--- src/rtl/positional_list_store_macros.svh ---
// Assertion macros used by the positional list store RTL.
`ifndef POSITIONAL_LIST_STORE_MACROS_SVH
`define POSITIONAL_LIST_STORE_MACROS_SVH

// A condition that must hold at every clock edge out of reset.
`define PLS_ASSERT_ALWAYS(name, expr, msg) \
    name: assert property (@(posedge clk) disable iff (!rst_n) (expr)) else $error(msg);

// A condition in one cycle that forces another in the next cycle.
`define PLS_ASSERT_NEXT(name, ante, cons, msg) \
    name: assert property (@(posedge clk) disable iff (!rst_n) (ante) |=> (cons)) \
        else $error(msg);

`endif

--- src/rtl/pls_pkg.sv ---
// Package with the sizes, codes and control types of the positional list store.
`default_nettype none

package pls_pkg;

    localparam int CAPACITY = 64;
    localparam int IDX_W = $clog2(CAPACITY);
    localparam int CNT_W = $clog2(CAPACITY + 1);
    localparam int POS_W = 7;
    localparam int LEN_W = 7;
    localparam int DATA_W = 32;
    localparam int CMP_W = (CNT_W > POS_W) ? CNT_W : POS_W;

    localparam logic [2:0] OP_INS_FRONT = 3'd0;
    localparam logic [2:0] OP_INS_BACK = 3'd1;
    localparam logic [2:0] OP_INS_AT = 3'd2;
    localparam logic [2:0] OP_DEL_FRONT = 3'd3;
    localparam logic [2:0] OP_DEL_BACK = 3'd4;
    localparam logic [2:0] OP_DEL_AT = 3'd5;
    localparam logic [2:0] OP_READ_AT = 3'd6;

    localparam logic [1:0] ST_DONE = 2'd0;
    localparam logic [1:0] ST_IGNORED = 2'd1;
    localparam logic [1:0] ST_FULL = 2'd2;

    // Broadcast from the controller to every cell of the chain.
    typedef struct packed {
        logic             ins;
        logic             del;
        logic             rd;
        logic [CMP_W-1:0] tgt;
    } pls_ctrl_t;

endpackage

`default_nettype wire

--- src/rtl/pls_cell.sv ---
// One storage cell of the list chain, with its shift and read logic.
`default_nettype none

module pls_cell
    import pls_pkg::*;
(
    input  wire logic                     clk,
    input  wire logic [IDX_W-1:0]         cell_index,
    input  wire pls_ctrl_t                ctrl,
    input  wire logic signed [DATA_W-1:0] new_value,
    input  wire logic signed [DATA_W-1:0] left_value,
    input  wire logic signed [DATA_W-1:0] right_value,
    output logic signed [DATA_W-1:0]      value,
    output logic signed [DATA_W-1:0]      read_out
);

    logic signed [DATA_W-1:0] value_reg;
    logic signed [DATA_W-1:0] value_next;
    logic [CMP_W-1:0]         here;

    assign here = CMP_W'(cell_index);

    // An insert pushes cells behind the target one step back; a delete pulls
    // cells from the target on one step forward.
    always_comb
    begin
        value_next = value_reg;
        if (ctrl.ins)
        begin
            if (here > ctrl.tgt)
            begin
                value_next = left_value;
            end
            else if (here == ctrl.tgt)
            begin
                value_next = new_value;
            end
        end
        else if (ctrl.del)
        begin
            if (here >= ctrl.tgt)
            begin
                value_next = right_value;
            end
        end
    end

    always_ff @(posedge clk)
    begin
        value_reg <= value_next;
    end

    assign value = value_reg;
    assign read_out = (ctrl.rd && here == ctrl.tgt) ? value_reg : '0;

endmodule

`default_nettype wire

--- config.mk ---
export PLATFORM = sky130hd
export DESIGN_NAME = pls_cell
export DESIGN_NICKNAME = d
export VERILOG_FILES = /design/src/rtl/positional_list_store_macros.svh /design/src/rtl/pls_pkg.sv /design/src/rtl/pls_cell.sv
export SDC_FILE = /design/constraint.sdc
export NUM_CORES = 1
export LEC_CHECK = 0
export ABC_AREA = 1
export BUFFER_PORTS_ARGS = -buffer_cell sky130_fd_sc_hd__buf_4
export CORE_ASPECT_RATIO = 1.5
export CORE_MARGIN = 4
export CORE_UTILIZATION = 30
export DETAILED_ROUTE_END_ITERATION = 7
export PLACE_DENSITY = 0.73
export SYNTH_ARGS = -nofsm -noshare
export SYNTH_HDL_FRONTEND = slang
export SYNTH_SLANG_ARGS = --single-unit
export TNS_END_PERCENT = 1
--- constraint.sdc ---
create_clock -name clk -period 3.8 [get_ports clk]
set_input_delay 0.76 -clock clk [delete_from_list [all_inputs] [get_ports clk]]
set_output_delay 0.76 -clock clk [all_outputs]
set_load 0.02 [all_outputs]
**After elaboration in Yosys (flattened, before gate mapping)**

Index checks and enable logic that the tools add are counted.
Widths: inputs -> output; s select.

- Register bits: 32
- Bits of input ports: 113
- Logic and storage cells: 15

- $lt $le $gt $ge: 2
- Equal/unequal tests: 2
- Muxes and demuxes: 6
- Reductions and logical operators: 4

Operator list:

| operator | number |
|---|---|
| $mux 32 | 6 |
| $eq 6x7->1 | 1 |
| $ge 6x7->1 | 1 |
| $gt 6x7->1 | 1 |
| $reduce_bool 2->1 | 2 |
| $ne 3x1->1 const B | 1 |
| $reduce_and 3->1 | 1 |
| $logic_and 1x1->1 | 1 |

**Depth between registers and ports, before layout**

- Word-level depth: 4
- Mapped depth: 12

**Worst setup path after synthesis**

OpenSTA, ideal clock, no wires.

- Path kind: input to register
- From: in ctrl[5] (netlist name)
- To: reg value_reg[0] (netlist: value[0]), enable pin
- Library setup time: 0.387 ns
- Arrival time: 2.402 ns
- Required time: 3.413 ns
- Setup slack: 1.011 ns
- Cell stages on the path: 9
- Cells stage by stage: inv_1 -> ha_1 -> inv_1 -> nor3_4 -> nand3_2 -> buf_2 -> nand3_1 -> o21ai_0 -> inv_1

- Word-level cells in the longest chain between the ends: 3
- Elaborated cells between the ends (all ways): 6
- Those cells by class: 2 x order compare; 2 x eq/ne; 2 x reduce/logical

RTL lines:

| element | RTL line | source |
|---|---|---|
| from (decl) | pls_cell.sv:9 | `input wire pls_ctrl_t ctrl,` |
| $gt 6x7->1 (tied with other cells) | pls_cell.sv:30 | `if (here > ctrl.tgt)` |
| $ne 3x1->1 (no source line) / $reduce_bool 2->1 (equally long branches) | n/a |  |
| $reduce_and 3->1 (no source line) * | n/a |  |
| to (signal assigned) | pls_cell.sv:50 | `value_reg <= value_next;` |
| to (decl) | pls_cell.sv:17 | `logic signed [DATA_W-1:0] value_reg;` |

Mark *: on every way between the ends. The rest lies on a longest branch, timed or not.
A chain may end at the register's enable or synchronous reset.

**Final worst setup path**

- From: in cell_index[4]
- To: out read_out[28]

- Word-level cells in the longest chain between the ends: 3

RTL lines:

| element | RTL line | source |
|---|---|---|
| from (decl) | pls_cell.sv:8 | `input wire logic [IDX_W-1:0] cell_index,` |
| $eq 6x7->1 | pls_cell.sv:54 | `assign read_out = (ctrl.rd && here == ctrl.tgt) ? value_reg : '0;` |
| $logic_and 1x1->1 | pls_cell.sv:54 |  |
| $mux 32 | pls_cell.sv:54 |  |
| to (decl) | pls_cell.sv:14 | `output logic signed [DATA_W-1:0] read_out` |

No other way between the ends.

==> flow_metrics.env <==
export IMPL_antenna_left=0
export IMPL_routedWlPerCell_um=13.1
export IMPL_hold_viol=0
export IMPL_hold_buffers=0
export IMPL_power_frac_clock=0.350
export IMPL_path_cells="buf_4, ha_1, nand2_1, nor3_4, nand4_1, buf_4, nor2_1, buf_4"
export IMPL_vias=2806
export IMPL_die_h_um=119
export IMPL_critPathArrivalTime_ns=2.06
export IMPL_largest_reg_flops=32
export IMPL_cts_reportedPaths_clkPinSlew_ns=0.05
export IMPL_drtPass1Iterations=4
export IMPL_drv_cap=0
export IMPL_netSwitchingFraction=0.277
export IMPL_post_route_min_period_ns=2.82
export IMPL_slew_violations=0
export IMPL_ctsResizeCount=0
export IMPL_clk_path_buf_depth=2
export IMPL_final_layout_size_suffix_gt1_frac=0.355
export IMPL_cpMostUsedCell="buf_4"
export IMPL_grt_pass1_wl_um=12900
export IMPL_area_growth_pct=63.8
export IMPL_fill_cells=796
export IMPL_synth_top_area_frac=0.392
export IMPL_postCtsSetupBuffers=0
export IMPL_status="complete, no violations"
export IMPL_final_setup_viol_count=0
export IMPL_nets=665
export IMPL_power_frac_seq=0.366
export IMPL_cp_depth=8
export IMPL_hold_path_class="in -> reg"
export IMPL_ys_seq_area_frac=0.392
export IMPL_grt_pass1_vias=2657
export IMPL_cts_tree="done"
export IMPL_p_leak_nw=2.43
export IMPL_synth_most_common_cell="inv_1"
export IMPL_synth_edf_count=32
export IMPL_crit_required_ns=3.04
export IMPL_slew_headroom=0.367
export IMPL_worstMarginPinSlew_ns=0.949
export IMPL_whs_path_depth=3
export IMPL_yosysTopAreaCell="edfxtp_1"
export IMPL_peakVddDrop_mv=0.190
export IMPL_rsz0062_at_grt="false"
export IMPL_crit_slowest_cell="ha_1"
export IMPL_grt_overflow_total=0
export IMPL_dieArea_um2=9700
export IMPL_min_from="right_value[8]"
export IMPL_cpPeakStageDelay_ns=0.29
export IMPL_seq_area_um2=961
export IMPL_syn_avg_cell_area_um2=6.51
export IMPL_fp_coreArea_um2=8010
export IMPL_rows=40
export IMPL_antennaDiodeCount=0
export IMPL_synth_area_top_cells="edfxtp_1, inv_1, nand2_1"
export IMPL_initial_core_util=0.306
export IMPL_worst_hold_path_endpoint="value[8]"
export IMPL_synth_commonest_cells="inv_1, nand2_1, nand3_1"
export IMPL_syn_cell_area_um2=2450
export IMPL_vias_per_cell=4.30
export IMPL_wirelength_um=8540
export IMPL_synth_seq_cells=32
export IMPL_timing_setup_tns_ns=0
export IMPL_synthFlopType="edfxtp_1"
export IMPL_multiInputGateArea_um2=980
export IMPL_crit_buf_inv=3
export IMPL_die_width_um=81.8
export IMPL_clock_fmax_mhz=355
export IMPL_drt_initial_drc_count=116
export IMPL_grt_antenna_before_repair=0
export IMPL_p_sw_w=0.000352
export IMPL_place_inst=644
export IMPL_power_density_nw_per_um2=317
export IMPL_dpl_cell_area_um2=3850
export IMPL_worst_hold_slack_ns=0.760
export IMPL_place_congestion=0.828
export IMPL_syn_num_nets=495
export IMPL_fin_crit_sh=0.742
export IMPL_hpwl_um=6920
export IMPL_yosysWarningCount=0
export IMPL_crit_path_max_fanout=18
export IMPL_endpoint_kind="primary output"
export IMPL_htreeDepth=2
export IMPL_final_area_um2=4010
export IMPL_fin_cells=652
export IMPL_pwr_share_comb=0.284
export IMPL_grt_max_degree=35
export IMPL_internal_power_w=0.000920
export IMPL_drc=0
export IMPL_numCtsBuffers=5
export IMPL_synth_cell_types=17
export IMPL_crit_family="simple AND/OR/NAND/NOR gates"
export IMPL_syn_inst=376
export IMPL_num_io_pins=177
export IMPL_async_flop_share=0
export IMPL_root_buffer="clkbuf_16"
export IMPL_grt_use_total=0.174
export IMPL_startpoint_type="input port"
export IMPL_worstSetupPathType="in -> out"
export IMPL_cts_sinks=32
export IMPL_buffer_ports_inserted=176
-- final cells by class --
type | instances | area share
clock buffers | 6 | 0.0321
clock inverters | 2 | 0.00873
inverters | 109 | 0.102
multi-input cells | 216 | 0.244
flip-flops and latches | 32 | 0.240
well taps | 105 | 0.0328
repair buffers | 182 | 0.341
-- per-stage QoR --
step,setup WS (ns),utilization,total power [W]
2_1_floorplan,1.01,-,0.000654
3_3_place_gp,0.968,0.480,0.000829
3_5_place_dp,0.954,0.480,0.000837
4_1_cts,0.957,0.501,0.00129
5_1_grt,0.849,0.501,0.00134
6_report,0.980,0.501,0.00127
-- cells by family after synthesis --
logic type               Yosys count  share of synthesized area
AO/OA/AOI/OAI                      3                    0.00766
AND/OR/NAND/NOR                  207                      0.362
flip-flops                        32                      0.392
adder cells (fa/ha/maj)            6                     0.0307
buffers and inverters            128                      0.207
-- power by group through the flow --
stage               Combinational [W]  Sequential (W)  Clock, W
floorplan                    0.000138        0.000516         0
global placement             0.000357        0.000472         0
detailed placement           0.000364        0.000473         0
CTS                          0.000365        0.000467  0.000456
global route                 0.000400        0.000470  0.000467
finish                       0.000362        0.000465  0.000445
-- cells in the final DEF, fill, tap and decap left out, drive strengths merged --
cell type	synthesis	layout
nand2	104	104
edfxtp	32	32
buf	8	182
clkbuf	11	6
nand3	67	67
ha	6	6
nor2	34	34
clkinv	0	1
nand4	1	1
bufinv	0	1
inv	109	109
nor3	1	1
o21ai	1	1
a21oi	2	2
-- per-layer routing --
metal	track usage	vias up	wire length, um
li1	-	1451	-
met1	0.178	1246	2890
met2	0.340	97	4990
met3	0.0244	12	453
met4	0.0603	0	203
met5	0	-	0
-- worst max path at each step --
| stage | start | endpoint | slack, ns |
|---|---|---|---|
| final | cell_index[4] | read_out[28] | 0.98 |
| after detailed placement | cell_index[4] | value[9] | 0.95 |
| after global routing | cell_index[4] | read_out[28] | 0.85 |
| after CTS | cell_index[4] | read_out[3] | 0.96 |
| after floorplan | ctrl[5] | value[0] | 1.01 |
| after global placement | cell_index[5] | read_out[3] | 0.97 |
Note: power is estimated with default switching activity, not from simulation.
