==> src/rtl/positional_list_store_macros.svh <==
// Assertion macros used by the positional list store RTL.
`ifndef POSITIONAL_LIST_STORE_MACROS_SVH
`define POSITIONAL_LIST_STORE_MACROS_SVH

// A condition that must hold at every clock edge out of reset.
`define PLS_ASSERT_ALWAYS(name, expr, msg) \
    name: assert property (@(posedge clk) disable iff (!rst_n) (expr)) else $error(msg);

// A condition in one cycle that forces another in the next cycle.
`define PLS_ASSERT_NEXT(name, ante, cons, msg) \
    name: assert property (@(posedge clk) disable iff (!rst_n) (ante) |=> (cons)) \
        else $error(msg);

`endif

==> src/rtl/pls_pkg.sv <==
// Package with the sizes, codes and control types of the positional list store.
`default_nettype none

package pls_pkg;

    localparam int CAPACITY = 64;
    localparam int IDX_W = $clog2(CAPACITY);
    localparam int CNT_W = $clog2(CAPACITY + 1);
    localparam int POS_W = 7;
    localparam int LEN_W = 7;
    localparam int DATA_W = 32;
    localparam int CMP_W = (CNT_W > POS_W) ? CNT_W : POS_W;

    localparam logic [2:0] OP_INS_FRONT = 3'd0;
    localparam logic [2:0] OP_INS_BACK = 3'd1;
    localparam logic [2:0] OP_INS_AT = 3'd2;
    localparam logic [2:0] OP_DEL_FRONT = 3'd3;
    localparam logic [2:0] OP_DEL_BACK = 3'd4;
    localparam logic [2:0] OP_DEL_AT = 3'd5;
    localparam logic [2:0] OP_READ_AT = 3'd6;

    localparam logic [1:0] ST_DONE = 2'd0;
    localparam logic [1:0] ST_IGNORED = 2'd1;
    localparam logic [1:0] ST_FULL = 2'd2;

    // Broadcast from the controller to every cell of the chain.
    typedef struct packed {
        logic             ins;
        logic             del;
        logic             rd;
        logic [CMP_W-1:0] tgt;
    } pls_ctrl_t;

endpackage

`default_nettype wire

==> src/rtl/pls_ctrl.sv <==
// Controller: takes commands, checks them against the length, drives the chain.
`default_nettype none

module pls_ctrl
    import pls_pkg::*;
(
    input  wire logic                     clk,
    input  wire logic                     rst_n,
    input  wire logic                     start,
    input  wire logic [2:0]               op,
    input  wire logic signed [DATA_W-1:0] item_value,
    input  wire logic [POS_W-1:0]         position,
    input  wire logic signed [DATA_W-1:0] rd_data,
    output logic                          busy,
    output pls_ctrl_t                     ctrl,
    output logic signed [DATA_W-1:0]      new_value,
    output logic                          done,
    output logic [1:0]                    status,
    output logic [LEN_W-1:0]              list_length,
    output logic signed [DATA_W-1:0]      read_value
);

    logic                     busy_reg;
    logic [2:0]               op_reg;
    logic signed [DATA_W-1:0] val_reg;
    logic [POS_W-1:0]         pos_reg;
    logic [CNT_W-1:0]         len_reg;
    logic [CNT_W-1:0]         len_next;
    logic                     done_reg;
    logic [1:0]               status_reg;
    logic [1:0]               status_next;
    logic [LEN_W-1:0]         list_length_reg;
    logic signed [DATA_W-1:0] read_value_reg;

    logic [CMP_W-1:0] len_c;
    logic [CMP_W-1:0] pos_c;
    logic             is_full;
    logic             is_empty;
    logic             pos_bad_ins;
    logic             pos_bad_old;

    assign len_c = CMP_W'(len_reg);
    assign pos_c = CMP_W'(pos_reg);
    assign is_full = (len_reg >= CNT_W'(CAPACITY));
    assign is_empty = (len_reg == '0);
    assign pos_bad_ins = (pos_c == '0) || (pos_c > len_c + CMP_W'(1));
    assign pos_bad_old = (pos_c == '0) || (pos_c > len_c);

    always_comb
    begin
        ctrl = '0;
        status_next = ST_DONE;
        len_next = len_reg;
        case (op_reg)
            OP_INS_FRONT, OP_INS_BACK, OP_INS_AT:
            begin
                if (is_full)
                begin
                    status_next = ST_FULL;
                end
                else if (op_reg == OP_INS_AT && pos_bad_ins)
                begin
                    status_next = ST_IGNORED;
                end
                else
                begin
                    ctrl.ins = 1'b1;
                    len_next = len_reg + CNT_W'(1);
                    if (op_reg == OP_INS_BACK)
                    begin
                        ctrl.tgt = len_c;
                    end
                    else if (op_reg == OP_INS_AT)
                    begin
                        ctrl.tgt = pos_c - CMP_W'(1);
                    end
                end
            end
            OP_DEL_FRONT, OP_DEL_BACK:
            begin
                if (is_empty)
                begin
                    status_next = ST_IGNORED;
                end
                else
                begin
                    ctrl.del = 1'b1;
                    len_next = len_reg - CNT_W'(1);
                    if (op_reg == OP_DEL_BACK)
                    begin
                        ctrl.tgt = len_c - CMP_W'(1);
                    end
                end
            end
            OP_DEL_AT, OP_READ_AT:
            begin
                if (pos_bad_old)
                begin
                    status_next = ST_IGNORED;
                end
                else
                begin
                    ctrl.tgt = pos_c - CMP_W'(1);
                    if (op_reg == OP_DEL_AT)
                    begin
                        ctrl.del = 1'b1;
                        len_next = len_reg - CNT_W'(1);
                    end
                    else
                    begin
                        ctrl.rd = 1'b1;
                    end
                end
            end
            default:
            begin
                status_next = ST_IGNORED;
            end
        endcase
        // The chain only moves in the execute cycle.
        if (!busy_reg)
        begin
            ctrl.ins = 1'b0;
            ctrl.del = 1'b0;
            ctrl.rd = 1'b0;
        end
    end

    always_ff @(posedge clk or negedge rst_n)
    begin
        if (!rst_n)
        begin
            busy_reg <= 1'b0;
            done_reg <= 1'b0;
            len_reg <= '0;
        end
        else
        begin
            done_reg <= busy_reg;
            if (busy_reg)
            begin
                busy_reg <= 1'b0;
                len_reg <= len_next;
            end
            else if (start)
            begin
                busy_reg <= 1'b1;
            end
        end
    end

    always_ff @(posedge clk)
    begin
        if (start && !busy_reg)
        begin
            op_reg <= op;
            val_reg <= item_value;
            pos_reg <= position;
        end
        if (busy_reg)
        begin
            status_reg <= status_next;
            list_length_reg <= LEN_W'(len_next);
            read_value_reg <= rd_data;
        end
    end

    assign busy = busy_reg;
    assign new_value = val_reg;
    assign done = done_reg;
    assign status = status_reg;
    assign list_length = list_length_reg;
    assign read_value = read_value_reg;

endmodule

`default_nettype wire
==> config.mk <==
export PLATFORM = sky130hd
export DESIGN_NAME = pls_ctrl
export DESIGN_NICKNAME = d
export VERILOG_FILES = /design/src/rtl/positional_list_store_macros.svh /design/src/rtl/pls_pkg.sv /design/src/rtl/pls_ctrl.sv
export SDC_FILE = /design/constraint.sdc
export NUM_CORES = 1
export LEC_CHECK = 0
export ABC_AREA = 0
export ABC_CLOCK_PERIOD_IN_PS = 5610
export BUFFER_PORTS_ARGS = -buffer_cell sky130_fd_sc_hd__buf_2
export CORE_ASPECT_RATIO = 1.2
export CORE_MARGIN = 2
export CORE_UTILIZATION = 45
export CTS_CLUSTER_DIAMETER = 120
export CTS_CLUSTER_SIZE = 28
export DETAILED_ROUTE_END_ITERATION = 10
export PLACE_DENSITY = 0.86
export SLEW_MARGIN = 20
export SYNTH_ARGS = -nofsm -noshare
export SYNTH_HDL_FRONTEND = slang
export SYNTH_SLANG_ARGS = --single-unit
==> constraint.sdc <==
create_clock -name clk -period 5.61 [get_ports clk]
set_input_delay 0.561 -clock clk [delete_from_list [all_inputs] [get_ports clk]]
set_output_delay 0.561 -clock clk [all_outputs]
set_load 0.03 [all_outputs]
Yosys cells after proc, flatten, opt, wreduce, memory -nomap -nowiden

Index checks and enable logic that the tools add are counted.

$add $sub $neg: 3
Multipliers: 0
Divide/modulo/power cells: 0
$lt $le $gt $ge: 3
Equal/unequal tests: 6
Shift-type cells: 0
Muxes and demuxes: 30
Bitwise operators: 0
Reduce and logical (&&, ||, !) cells: 11

Operators with widths:

| operator              | number |
|---|---|
| $mux W7               | 11 |
| $pmux W7 S3           | 2 |
| $gt A7 B7 Y1          | 2 |
| $logic_not A7 Y1      | 2 |
| $sub A7 B1 Y7 const B | 2 |
| $mux W1               | 12 |
| $eq A3 B3 Y1 const B  | 3 |
| $mux W9               | 1 |
| $add A7 B1 Y7 const B | 1 |
| $ge A7 B7 Y1 const B  | 1 |
| $eq A3 B2 Y1 const B  | 2 |
| $pmux W2 S3           | 1 |
| $reduce_or A2 Y1      | 2 |
| $eq A3 B1 Y1 const B  | 1 |
| $logic_not A3 Y1      | 1 |
| $mux W3               | 1 |
| $reduce_or A3 Y1      | 1 |
| $logic_and A1 B1 Y1   | 2 |
| $logic_or A1 B1 Y1    | 2 |
| $mux W2               | 1 |
| $pmux W1 S2           | 1 |
| $logic_not A1 Y1      | 1 |

Register bits after elaboration: 92
Bits in latches: 0
Memory bits (writable): 0
Bits in read-only memories: 0
Input port bits: 77
Output and inout bits: 85
Logic and storage cells: 62
Memories: 0

Depth between registers and ports, before layout

Word-level depth: 8
Gate-level depth with buffers: 13
Depth with buffers taken out: 12

Least setup slack after synthesis

No wires, ideal clock.

Path type: reg2out
From: reg len_reg[0] (netlist: len_c[0])
To: out ctrl[3] (netlist name)
Arrival: 3300 ps
Required time: 5049 ps
Setup slack: 1749 ps
Cell stages (with the launch flop): 13
Path buffers: 0
Cells stage by stage: dfrtp_1 -> inv_1 -> nor3_1 -> nand3_1 -> xnor2_1 -> ha_1 -> o21ai_0 -> nor2_1 -> o31ai_1 -> nand2_1 -> o31ai_1 -> o21ai_0 -> o21ai_0

RTL lines:

| item                   | RTL line        | text |
|---|---|---|
| from (decl)            | pls_ctrl.sv:27  | `logic [CNT_W-1:0] len_reg;` |
| from (signal assigned) | pls_ctrl.sv:143 | `len_reg <= len_next;` |
| to (decl)              | pls_ctrl.sv:15  | `output pls_ctrl_t ctrl,` |

==> results.toml <==
[run_status]
status = "finished clean"

[sta]
fin_crit_ns = 4.91
slew_headroom = 0.428
setup_tns_ns = 0
rsz0062_at_grt = "false"
setup_viol = 0
hold_violations = 0
worst_slew_pin_slew_ns = 0.849
fmax_ghz = 0.204
fin_crit_sh = 0.875
clock_skew_ns = 0.0112
slew_viol_final = 0

[global_routing]
antenna_found_initial = 0
track_usage = 0.195
grt_pass1_wl_um = 14800
grt_max_degree = 54
grt_pass1_vias = 3047
grt-ovfl-total = 0

[placed_design]
placedCellCount = 572
dp_hpwl_um = 7230
gp_congestion = 0.860
port-buffer-count = 161

[finish]
drive_gt1_frac = 0.403
syn_to_final_growth_pct = 28.8
seq_area_um2 = 2720
n_antenna_cell = 0
multiInputGateArea_um2 = 1310
nets = 558
nFillCells = 768
final_cells = 589

[die]
die_area_um2 = 9950
rows = 38
core_um2 = 8990
dieWidth_um = 91.4
fp.dieH_um = 109
start_util = 0.459
ioPinCount = 162

[clocking]
htree_levels = 3
clk_pin_slew_ns = 0.09
post_cts.repair.setup_buffers = 0
cts_tree = "yes"
numCtsBuffers = 9
holdBufCountCts = 0
clk_latency_ns = 0.37
cts.sink_count = 92
cts-resized-gates = 0
root_buffer = "clkbuf_8"
clk_path_buf_depth = 2

[logic_synthesis]
syn_area_per_cell_um2 = 13.7
synth_area_leader_cell = "edfxtp_1"
ys_types = 59
yosysMostFrequentCell = "edfxtp_1"
synth_area_um2 = 4130
yosysTopAreaCellShare = 0.604
synthesis.nets = 395
synth_area_leaders = "edfxtp_1, dfrtp_1, ha_1, xnor2_1, o21ai_0"
synth_commonest_cells = "edfxtp_1, nand2_1, ha_1"
ys_seq_area_frac = 0.659
synthArstFlopShare = 0.0978
synthFlopType = "edfxtp_1"
ys_ff_latch = 92
yosysWarnings = 0
synth_edf_count = 83
syn_inst = 301

[run]
drv_cap = 0

[drt]
wl_met1_um = 3820
wl_met3_um = 715
met2WireLength_um = 4920
vias = 3150
routedWlPerCell_um = 16.2
ant_nets = 0
via_per_inst = 5.35
top_layer_used = "met4"
routed_wl_um = 9550
dr.pass1.iters = 4
drc = 0
initialDrtViolationCount = 218

[power_and_ir_drop]
ir_drop_mv = 0.202
power.total_mw = 2.11
p_leak_nw = 2.23
powerDensity_nw_per_um2 = 397

[critical_path]
crit_type = "flip-flop to primary output"
required_ns = 5.05
r2r-start = "len_c[2]"
cp.arrival_ns = 4.35
start_kind = "flip-flop"
crit_path_max_fanout = 12
critPathLaunch = "len_c[2]"
end_kind = "primary output"

[min_path]
hp-class = "primary input to asynchronous set/reset pin"
power breakdown:
group	leakage, nW	internal [mW]	switching (mW)	total, mW
combinational	1.22	0.247	0.424	0.672
sequential	0.892	0.828	0.0767	0.905
clock	0.121	0.308	0.227	0.535
total	2.23	1.38	0.728	2.11
metrics by stage:
| step | hold WS, ns | area [um2] | utilization | worst slack, ns |
|---|---|---|---|---|
| floorplan | 0.265 | 4130 | - | 1.75 |
| global placement | 0.444 | 5050 | 0.562 | 1.37 |
| detailed placement | 0.440 | 5050 | 0.562 | 1.22 |
| CTS | 0.0368 | 5290 | 0.589 | 0.797 |
| global route | 0.0366 | 5310 | 0.591 | 0.302 |
| finish | 0.0435 | 5310 | 0.591 | 0.699 |
worst max-delay path, cell delays in order (launching register included):
cell      delay, ns
dfrtp_1        0.58
inv_1          0.16
nor3_1         0.52
nand3_1        0.17
xnor2_1        0.34
ha_1           0.31
o21ai_0        0.15
nor2_1         0.07
o31ai_1        0.37
nand2_1        0.14
o31ai_1        0.23
o21ai_0        0.36
o221ai_1       0.33
buf_2          0.24
cell usage in the layout, fill, tap and decap left out, types with 5 or more instances in the layout:
cell type / instances
buf_2: 161
edfxtp_1: 83
nand2_1: 19
ha_1: 17
o21ai_0: 15
nor2_1: 13
inv_1: 12
xnor2_1: 12
nand3_1: 11
a21oi_1: 11
clkbuf_8: 10
dfrtp_1: 8
nor3_1: 7
o21a_1: 5
o221ai_1: 5
layout make-up:
type / instances / share of cell area
timing repair buffer: 163 / 0.157
inverter: 14 / 0.00989
clock buffer: 10 / 0.0259
sequential: 92 / 0.512
clock inverter: 6 / 0.0207
tap: 120 / 0.0283
multi-input combinational: 184 / 0.247
worst paths after layout:
check,cells after the start,slack (ns),to
max,13,0.70,ctrl[1]
min,1,0.04,len_c[3]
max reg2reg,12,1.62,list_length[2]
min reg2reg,2,0.70,len_c[5]
max in group asynchronous,1,5.36,busy
min in group clk,1,0.36,new_value[31]
metal layers:
layer,GRT usage,vias to the layer above
li1,-,1498
met1,0.229,1488
met2,0.340,157
met3,0.0560,7
met4,0.0758,0
met5,0,-
cells by family after synthesis:
group,count (synthesis),share of synthesized area
AND/OR/NAND/NOR,77,0.0998
flip-flops,92,0.659
AO/OA/AOI/OAI,76,0.135
buffers and inverters,25,0.0252
XOR/XNOR,13,0.0276
adder cells (fa/ha/maj),18,0.0540
Power figures use the tool's default switching activity.
